`src/design/cqs_pkg.sv`:
```
// shared types, codes and sizes for the circular queue with search
// no dependencies

package cqs_pkg;

  localparam int DEPTH      = 8;
  localparam int DATA_WIDTH = 32;

  localparam int PTR_W  = (DEPTH > 1) ? $clog2(DEPTH) : 1;
  localparam int OCC_W  = $clog2(DEPTH + 1);
  localparam int OP_W   = 2;
  localparam int IN_W   = 32;
  localparam int OUT_W  = 32;
  localparam int STAT_W = 2;
  localparam int SLOT_W = 3;

  typedef enum logic [OP_W-1:0] {
    OP_ENQ  = 2'd0,
    OP_DEQ  = 2'd1,
    OP_SRCH = 2'd2,
    OP_NOP  = 2'd3
  } op_e;

  typedef enum logic [STAT_W-1:0] {
    ST_OK    = 2'd0,
    ST_FULL  = 2'd1,
    ST_EMPTY = 2'd2,
    ST_MISS  = 2'd3
  } status_e;

  // which result the datapath registers
  typedef enum logic [2:0] {
    RES_OK    = 3'd0,
    RES_FULL  = 3'd1,
    RES_EMPTY = 3'd2,
    RES_MISS  = 3'd3,
    RES_DEQ   = 3'd4,
    RES_HIT   = 3'd5
  } res_sel_e;

  typedef struct packed {
    logic     latch_in;    // capture op and key of the accepted beat
    logic     enq_write;   // store key at tail, advance tail
    logic     deq_pop;     // advance head
    logic     rd_head;     // read entry at head
    logic     rd_next;     // read next scan slot, advance scan
    logic     scan_start;  // scan pointer to head, count to zero
    logic     load_res;    // register a result beat
    res_sel_e res_sel;
  } cqs_cmd_t;

  typedef struct packed {
    op_e  op;
    logic full;
    logic empty;
    logic hit;       // entry last read equals the key
    logic last;      // scan is at the newest entry
    logic out_free;  // output register can take a beat this cycle
  } cqs_sts_t;

  function automatic logic [PTR_W-1:0] next_slot(input logic [PTR_W-1:0] slot);
    logic [PTR_W-1:0] nxt;
    nxt = (slot == PTR_W'(DEPTH - 1)) ? '0 : slot + 1'b1;
    return nxt;
  endfunction

endpackage

```
`src/design/cqs_ctrl.sv`:
```
// sequencer of the circular queue: one operation at a time
// depends on cqs_pkg

module cqs_ctrl (
  input  logic              clk_i,
  input  logic              rst_ni,
  input  logic              in_valid_i,
  output logic              in_ready_o,
  input  cqs_pkg::cqs_sts_t sts_i,
  output cqs_pkg::cqs_cmd_t cmd_o
);
  import cqs_pkg::*;

  typedef enum logic [3:0] {
    S_IDLE = 4'b0001,
    S_EXEC = 4'b0010,
    S_POP  = 4'b0100,
    S_SCAN = 4'b1000
  } state_e;

  state_e state_q, state_d;

  always_comb begin
    state_d       = state_q;
    cmd_o         = '0;
    cmd_o.res_sel = RES_OK;
    in_ready_o    = 1'b0;
    case (state_q)
      S_IDLE: begin
        in_ready_o = 1'b1;
        if (in_valid_i) begin
          cmd_o.latch_in = 1'b1;
          state_d        = S_EXEC;
        end
      end
      S_EXEC: begin
        case (sts_i.op)
          OP_ENQ: begin
            if (sts_i.out_free) begin
              cmd_o.load_res  = 1'b1;
              cmd_o.res_sel   = sts_i.full ? RES_FULL : RES_OK;
              cmd_o.enq_write = !sts_i.full;
              state_d         = S_IDLE;
            end
          end
          OP_DEQ, OP_SRCH: begin
            if (sts_i.empty) begin
              if (sts_i.out_free) begin
                cmd_o.load_res = 1'b1;
                cmd_o.res_sel  = RES_EMPTY;
                state_d        = S_IDLE;
              end
            end else begin
              cmd_o.rd_head    = 1'b1;
              cmd_o.scan_start = (sts_i.op == OP_SRCH);
              state_d          = (sts_i.op == OP_SRCH) ? S_SCAN : S_POP;
            end
          end
          default: begin
            if (sts_i.out_free) begin
              cmd_o.load_res = 1'b1;
              cmd_o.res_sel  = RES_OK;
              state_d        = S_IDLE;
            end
          end
        endcase
      end
      S_POP: begin
        if (sts_i.out_free) begin
          cmd_o.load_res = 1'b1;
          cmd_o.res_sel  = RES_DEQ;
          cmd_o.deq_pop  = 1'b1;
          state_d        = S_IDLE;
        end
      end
      S_SCAN: begin
        if (sts_i.hit || sts_i.last) begin
          if (sts_i.out_free) begin
            cmd_o.load_res = 1'b1;
            cmd_o.res_sel  = sts_i.hit ? RES_HIT : RES_MISS;
            state_d        = S_IDLE;
          end
        end else begin
          cmd_o.rd_next = 1'b1;
        end
      end
      default: begin
        state_d = S_IDLE;
      end
    endcase
  end

  always_ff @(posedge clk_i or negedge rst_ni) begin
    if (!rst_ni) begin
      state_q <= S_IDLE;
    end else begin
      state_q <= state_d;
    end
  end

endmodule

```
`src/design/cqs_datapath.sv`:
```
// entry memory, head/tail/occupancy, scan pointer and output register
// depends on cqs_pkg

module cqs_datapath (
  input  logic                          clk_i,
  input  logic                          rst_ni,
  input  logic [cqs_pkg::OP_W-1:0]      op_i,
  input  logic signed [cqs_pkg::IN_W-1:0] data_in_i,
  input  cqs_pkg::cqs_cmd_t             cmd_i,
  output cqs_pkg::cqs_sts_t             sts_o,
  output logic                          out_valid_o,
  input  logic                          out_ready_i,
  output logic [cqs_pkg::STAT_W-1:0]    status_o,
  output logic signed [cqs_pkg::OUT_W-1:0] data_out_o,
  output logic [cqs_pkg::SLOT_W-1:0]    slot_index_o
);
  import cqs_pkg::*;

  logic [DATA_WIDTH-1:0] mem_q [DEPTH];
  logic [DATA_WIDTH-1:0] rd_q;
  logic [PTR_W-1:0]      rd_addr;
  logic                  rd_en;

  op_e                   op_q;
  logic [DATA_WIDTH-1:0] key_q;
  logic [PTR_W-1:0]      head_q, tail_q, scan_q;
  logic [OCC_W-1:0]      occ_q, cnt_q;

  logic                  out_valid_q;
  logic [STAT_W-1:0]     status_q, status_d;
  logic [OUT_W-1:0]      data_q, data_d;
  logic [SLOT_W-1:0]     slot_q, slot_d;

  logic signed [DATA_WIDTH-1:0] rd_signed;

  // operand capture
  always_ff @(posedge clk_i) begin
    if (cmd_i.latch_in) begin
      op_q  <= op_e'(op_i);
      key_q <= DATA_WIDTH'($unsigned(data_in_i));
    end
  end

  // entry memory, one write and one registered read port
  assign rd_en   = cmd_i.rd_head | cmd_i.rd_next;
  assign rd_addr = cmd_i.rd_next ? next_slot(scan_q) : head_q;

  always_ff @(posedge clk_i) begin
    if (cmd_i.enq_write) begin
      mem_q[tail_q] <= key_q;
    end
    if (rd_en) begin
      rd_q <= mem_q[rd_addr];
    end
  end

  // queue pointers and scan position
  always_ff @(posedge clk_i or negedge rst_ni) begin
    if (!rst_ni) begin
      head_q <= '0;
      tail_q <= '0;
      occ_q  <= '0;
      scan_q <= '0;
      cnt_q  <= '0;
    end else begin
      if (cmd_i.enq_write) begin
        tail_q <= next_slot(tail_q);
        occ_q  <= occ_q + 1'b1;
      end else if (cmd_i.deq_pop) begin
        head_q <= next_slot(head_q);
        occ_q  <= occ_q - 1'b1;
      end
      if (cmd_i.scan_start) begin
        scan_q <= head_q;
        cnt_q  <= '0;
      end else if (cmd_i.rd_next) begin
        scan_q <= next_slot(scan_q);
        cnt_q  <= cnt_q + 1'b1;
      end
    end
  end

  assign sts_o.op       = op_q;
  assign sts_o.full     = (occ_q == OCC_W'(DEPTH));
  assign sts_o.empty    = (occ_q == '0);
  assign sts_o.hit      = (rd_q == key_q);
  assign sts_o.last     = ((cnt_q + 1'b1) == occ_q);
  assign sts_o.out_free = !out_valid_q || out_ready_i;

  // result beat
  assign rd_signed = rd_q;

  always_comb begin
    status_d = ST_OK;
    data_d   = '0;
    slot_d   = '0;
    case (cmd_i.res_sel)
      RES_OK:    status_d = ST_OK;
      RES_FULL:  status_d = ST_FULL;
      RES_EMPTY: status_d = ST_EMPTY;
      RES_MISS:  status_d = ST_MISS;
      RES_DEQ:   data_d   = OUT_W'(rd_signed);
      RES_HIT:   slot_d   = SLOT_W'(scan_q);
      default:   status_d = ST_OK;
    endcase
  end

  always_ff @(posedge clk_i or negedge rst_ni) begin
    if (!rst_ni) begin
      out_valid_q <= 1'b0;
    end else if (cmd_i.load_res) begin
      out_valid_q <= 1'b1;
    end else if (out_ready_i) begin
      out_valid_q <= 1'b0;
    end
  end

  always_ff @(posedge clk_i) begin
    if (cmd_i.load_res) begin
      status_q <= status_d;
      data_q   <= data_d;
      slot_q   <= slot_d;
    end
  end

  assign out_valid_o  = out_valid_q;
  assign status_o     = status_q;
  assign data_out_o   = data_q;
  assign slot_index_o = slot_q;

  // tail always sits occupancy slots past head
  logic [OCC_W:0] tail_sum;
  logic [OCC_W:0] tail_wrap;
  assign tail_sum  = (OCC_W+1)'(head_q) + (OCC_W+1)'(occ_q);
  assign tail_wrap = (tail_sum >= (OCC_W+1)'(DEPTH)) ? tail_sum - (OCC_W+1)'(DEPTH) : tail_sum;

  a_occ_range: assert property (@(posedge clk_i) disable iff (!rst_ni)
    occ_q <= OCC_W'(DEPTH))
    else $error("occupancy above depth");

  a_no_overfill: assert property (@(posedge clk_i) disable iff (!rst_ni)
    cmd_i.enq_write |-> !sts_o.full)
    else $error("write into a full queue");

  a_no_underflow: assert property (@(posedge clk_i) disable iff (!rst_ni)
    cmd_i.deq_pop |-> !sts_o.empty)
    else $error("pop from an empty queue");

  a_ptr_consist: assert property (@(posedge clk_i) disable iff (!rst_ni)
    (OCC_W+1)'(tail_q) == tail_wrap)
    else $error("tail, head and occupancy disagree");

  a_no_clobber: assert property (@(posedge clk_i) disable iff (!rst_ni)
    cmd_i.load_res |-> (!out_valid_q || out_ready_i))
    else $error("result loaded over an untaken beat");

endmodule

```
`src/design/circular_queue_with_search.sv`:
```
// top level of the circular queue with search: controller plus datapath
// depends on cqs_pkg, cqs_ctrl, cqs_datapath
//
//  channel | direction | handshake              | payload
//  --------+-----------+------------------------+----------------------------------
//  in      | input     | in_valid_i / in_ready_o | op_i, data_in_i
//  out     | output    | out_valid_o/ out_ready_i| status_o, data_out_o, slot_index_o
//
// enqueue, nop and empty/full cases: the execute state registers the result on out
// dequeue: the execute state reads the head entry and the pop state registers it on out
// search: the execute state reads the head entry, then the scan state compares the entries
//   in turn up to a hit or the newest; one memory read per cycle from head toward tail
// rst_ni clears pointers, occupancy and the output valid; the entry memory is not cleared
// a new beat is accepted while a result still waits on out; the sequencer only stalls
//   when it has a result to register and the output register is still full

module circular_queue_with_search (
  input  logic                             clk_i,
  input  logic                             rst_ni,
  input  logic                             in_valid_i,
  output logic                             in_ready_o,
  input  logic [cqs_pkg::OP_W-1:0]         op_i,
  input  logic signed [cqs_pkg::IN_W-1:0]  data_in_i,
  output logic                             out_valid_o,
  input  logic                             out_ready_i,
  output logic [cqs_pkg::STAT_W-1:0]       status_o,
  output logic signed [cqs_pkg::OUT_W-1:0] data_out_o,
  output logic [cqs_pkg::SLOT_W-1:0]       slot_index_o
);
  import cqs_pkg::*;

  // command and status between sequencer and datapath
  cqs_cmd_t cmd;
  cqs_sts_t sts;

  // sequencer: idle, execute, pop (wait on read data), scan
  cqs_ctrl u_ctrl (
    .clk_i      (clk_i),
    .rst_ni     (rst_ni),
    .in_valid_i (in_valid_i),
    .in_ready_o (in_ready_o),
    .sts_i      (sts),
    .cmd_o      (cmd)
  );

  // storage, pointers, compare and the output register
  cqs_datapath u_datapath (
    .clk_i        (clk_i),
    .rst_ni       (rst_ni),
    .op_i         (op_i),
    .data_in_i    (data_in_i),
    .cmd_i        (cmd),
    .sts_o        (sts),
    .out_valid_o  (out_valid_o),
    .out_ready_i  (out_ready_i),
    .status_o     (status_o),
    .data_out_o   (data_out_o),
    .slot_index_o (slot_index_o)
  );

endmodule
```
`config.mk`:
```
export PLATFORM = sky130hd
export DESIGN_NAME = circular_queue_with_search
export DESIGN_NICKNAME = d
export VERILOG_FILES = /design/src/design/cqs_pkg.sv /design/src/design/cqs_ctrl.sv /design/src/design/cqs_datapath.sv /design/src/design/circular_queue_with_search.sv
export SDC_FILE = /design/constraint.sdc
export NUM_CORES = 1
export LEC_CHECK = 0
export BUFFER_PORTS_ARGS = -buffer_cell sky130_fd_sc_hd__buf_2
export CORE_UTILIZATION = 35
export DETAILED_ROUTE_END_ITERATION = 6
export PLACE_DENSITY_LB_ADDON = 0.05
export REMOVE_ABC_BUFFERS = 1
export SLEW_MARGIN = 10
export SYNTH_ARGS = -nofsm -noshare
export SYNTH_HDL_FRONTEND = slang
export SYNTH_SLANG_ARGS = --single-unit
```
`constraint.sdc`:
```
create_clock -name clk_i -period 4.4 [get_ports clk_i]
set_input_delay 0.22 -clock clk_i [delete_from_list [all_inputs] [get_ports clk_i]]
set_output_delay 0.22 -clock clk_i [all_outputs]
set_load 0.01 [all_outputs]
```
==> metrics.cfg <==
[run_status]
status = finished, final reports clean

[power_and_ir_drop]
power_density_nw_per_um2 = 552
peakVddDrop_mv = 0.289
total_power_mw = 9.91
p_leak_nw = 6.10

[route]
dr.pass1.iters = 4
drt-wirelength-per-cell_um = 21.8
top_layer = met4
wl_met2_mm = 16.4
drtIter0Drc = 366
drt-total-wl_mm = 35.2
m1WireLength_mm = 17.0
via_per_inst = 4.92
drtAntennaViolNets = 0
met3_wirelength_mm = 1.13
remaining_drc_errors = 0
vias = 7944

[floorplanning]
die_h_um = 209
initial_core_util_pct = 35.5
ios = 77
die_w_um = 209
design.die.area_um2 = 43500
core-area_um2 = 42000
num_rows = 75

[cells_and_area]
areaGrowthSynthToFinish_pct = 20.2
drive_gt1_share_pct = 23.8
fin_util_pct = 42.7
nets = 1095
antennaDiodeCount = 0

[placed_design]
port_buffers = 76
place_ws_ns = 0.562
gp_congestion = 0.726
dp_hpwl_mm = 19.2

[grt]
track_usage_pct = 16.5
grt_pass1_wl_mm = 52.5
antenna_found_initial = 0
grt_max_degree = 61
grt_pass1_vias = 8122
overflow = 0

[worst_hold_path]
min_from = out_ready_i
hold_path.class = input port to register
hold_end = u_datapath.out_valid_o
hold-path-cell-count = 3

[sta]
fmax_mhz = 263
min_period_over_period_pct = 86.5
slew_headroom_pct = 23.8
rsz0062_at_grt = no
timing.final.ws_setup_ns = 0.596
timing.final.hold_violations = 0
setup_viol = 0
maxSlewViolCount = 0
period_minus_slack_ns = 3.80
hold_ws_ns = 0.121
clock_skew_ns = 0.0173
tightest_slew_ns = 1.13

[yosys]
synthDistinctLibCells = 50
yosys.area.top_type_share_pct = 72.2
ys_warn_count = 0
synth-edff-count = 359
synth_top_cell_by_area = edfxtp_1
synth-async-reset-ratio_pct = 5.77
syn_inst = 893
yosys_most_used_dff = edfxtp_1
syn_avg_cell_area_um2 = 16.7
synth-seq-area-share_pct = 75.9
ys_ff_latch = 381
synth.most_common_cell = edfxtp_1
synth_common_cells = edfxtp_1 (359), nand2_1 (85), mux2_2 (67)
synth_area_leaders = edfxtp_1 (72%), mux2_2 (5.1%), dfrtp_1 (3.5%), nand2_1 (2.1%), xor2_1 (2.1%)
syn_area_um2 = 14900

[setup_path]
crit_type = register to register
r2r-end = u_datapath.rd_q[5]
arrival_ns = 4.09
crit_required_ns = 4.69
start_kind = register
timing.rr.start = u_datapath.key_q[24]
end_kind = register
crit_fanout = 38
reg2reg_depth = 11
regToRegSetupSlack_ns = 0.60

[clocking]
cts.clk_slew.worst_paths_ns = 0.06
clock-sinks = 381
cts_tree = done
cts_max_path_buffers = 3
insertion_delay_ns = 0.56
post_cts_buffers = 0
cts_made_buffers = 45
root_buffer = clkbuf_16
htree_levels = 2

[job]
max-cap-violations = 0

==> final cells by class <==
type / count / area [um^2]
clock buffers: 56 / 1190
clock inverters: 22 / 201
fillers: 3817 / 24100
inverters: 4 / 15.0
multi-input cells: 469 / 3460
flip-flops and latches: 381 / 11300
well taps: 539 / 674
repair buffers: 143 / 1070
==> per-stage QoR <==
step	cell area, um^2	instances	setup TNS [ns]
4_1_cts	17900	1614	0
2_1_floorplan	14700	854	-22.28
6_report	17900	1614	0
3_3_place_gp	16200	1501	0
3_5_place_dp	16200	1501	0
5_1_grt	17900	1614	0
==> metal layers <==
| metal | vias to the layer above | track usage, % |
|---|---|---|
| met5 | - | 0 |
| met4 | 0 | 4.87 |
| met3 | 51 | 2.64 |
| met2 | 123 | 26.7 |
| met1 | 4012 | 23.0 |
| li1 | 3758 | - |
==> worst max-delay path: stages (launching register included) <==
cell and delay (ns):
edfxtp_1 0.50, xor2_1 0.23, nor4_1 0.45, buf_4 0.21, nand4_1 0.21, o311a_1 0.61
mux2i_4 0.29, buf_4 0.18, buf_12 0.22, mux2_2 0.36, o22ai_1 0.18, a311oi_1 0.06
==> power by group <==
part | internal (mW) | total, mW | switching, mW
Sequential | 4.42 | 4.72 | 0.300
Clock | 2.09 | 3.51 | 1.42
Combinational | 0.689 | 1.68 | 0.991
Total | 7.20 | 9.91 | 2.71
==> worst max path at each step <==
stage,startpoint,endpoint,slack [ns],depth (start not counted)
2_1_floorplan,u_datapath.cnt_q[0],u_datapath.rd_q[10],-0.66,9
3_3_place_gp,u_datapath.key_q[3],u_datapath.rd_q[5],0.55,10
3_5_place_dp,u_datapath.key_q[24],u_datapath.rd_q[22],0.56,11
4_1_cts,u_datapath.key_q[24],u_datapath.rd_q[26],0.57,11
5_1_grt,u_datapath.key_q[24],u_datapath.rd_q[13],0.35,12
6_report,u_datapath.key_q[24],u_datapath.rd_q[5],0.60,11
==> logic make-up (layout without fill, tap and decap cells) <==
| group | count (synthesis) | in the layout | share of synthesized area [%] |
|---|---|---|---|
| buffers and inverters | 43 | 225 | 1.63 |
| and+or+nand+nor | 218 | 218 | 7.32 |
| DFF | 381 | 381 | 75.9 |
| muxes | 71 | 71 | 5.43 |
| adders and majority gates | 13 | 13 | 1.14 |
| xor gates and xnor gates | 41 | 41 | 2.46 |
| AOI/OAI and AO/OA | 126 | 126 | 6.13 |
==> sequential cells by signal, indices dropped and copies added (netlist names) <==
signal / flops
u_datapath.out_valid_o: 1
u_datapath.tail_q: 3
u_datapath.status_o: 2
u_datapath.mem_q: 256
u_datapath.rd_q: 32
u_datapath.cnt_q: 4
u_datapath.slot_index_o: 3
u_datapath.scan_q: 3
u_datapath.occ_q: 4
u_datapath.data_out_o: 32
u_datapath.head_q: 3
u_ctrl.state_q: 4
u_datapath.key_q: 32
u_datapath.op_q: 2
==> layout by cell type (no fill, tap or decap), types with 3 or more instances in the layout <==
cell,count
a211oi_1,32
and3_1,4
and2_1,33
nand2b_1,8
nor2_1,12
clkbuf_1,10
a21o_1,5
a311oi_1,31
nand3_1,5
xor2_1,35
bufinv_16,3
nand2_1,85
buf_2,76
nor3_1,8
xnor2_1,5
a21oi_1,5
dlygate4sd3_1,35
o22ai_1,32
clkinv_2,7
ha_1,12
buf_12,8
nor2b_1,34
buf_4,24
o21ai_0,10
edfxtp_1,359
mux2_2,67
dfrtp_1,21
nor2_4,6
clkinv_1,7
inv_1,4
clkinvlp_4,3
nor4_1,8
or3_1,3
clkbuf_16,46
==> timing repair <==
item / CTS / global route
resized for setup: 0 / 0
endpoints found under the hold margin: 55 / 0
hold buffers: 35 / 0
Power figures use the tool's default switching activity.
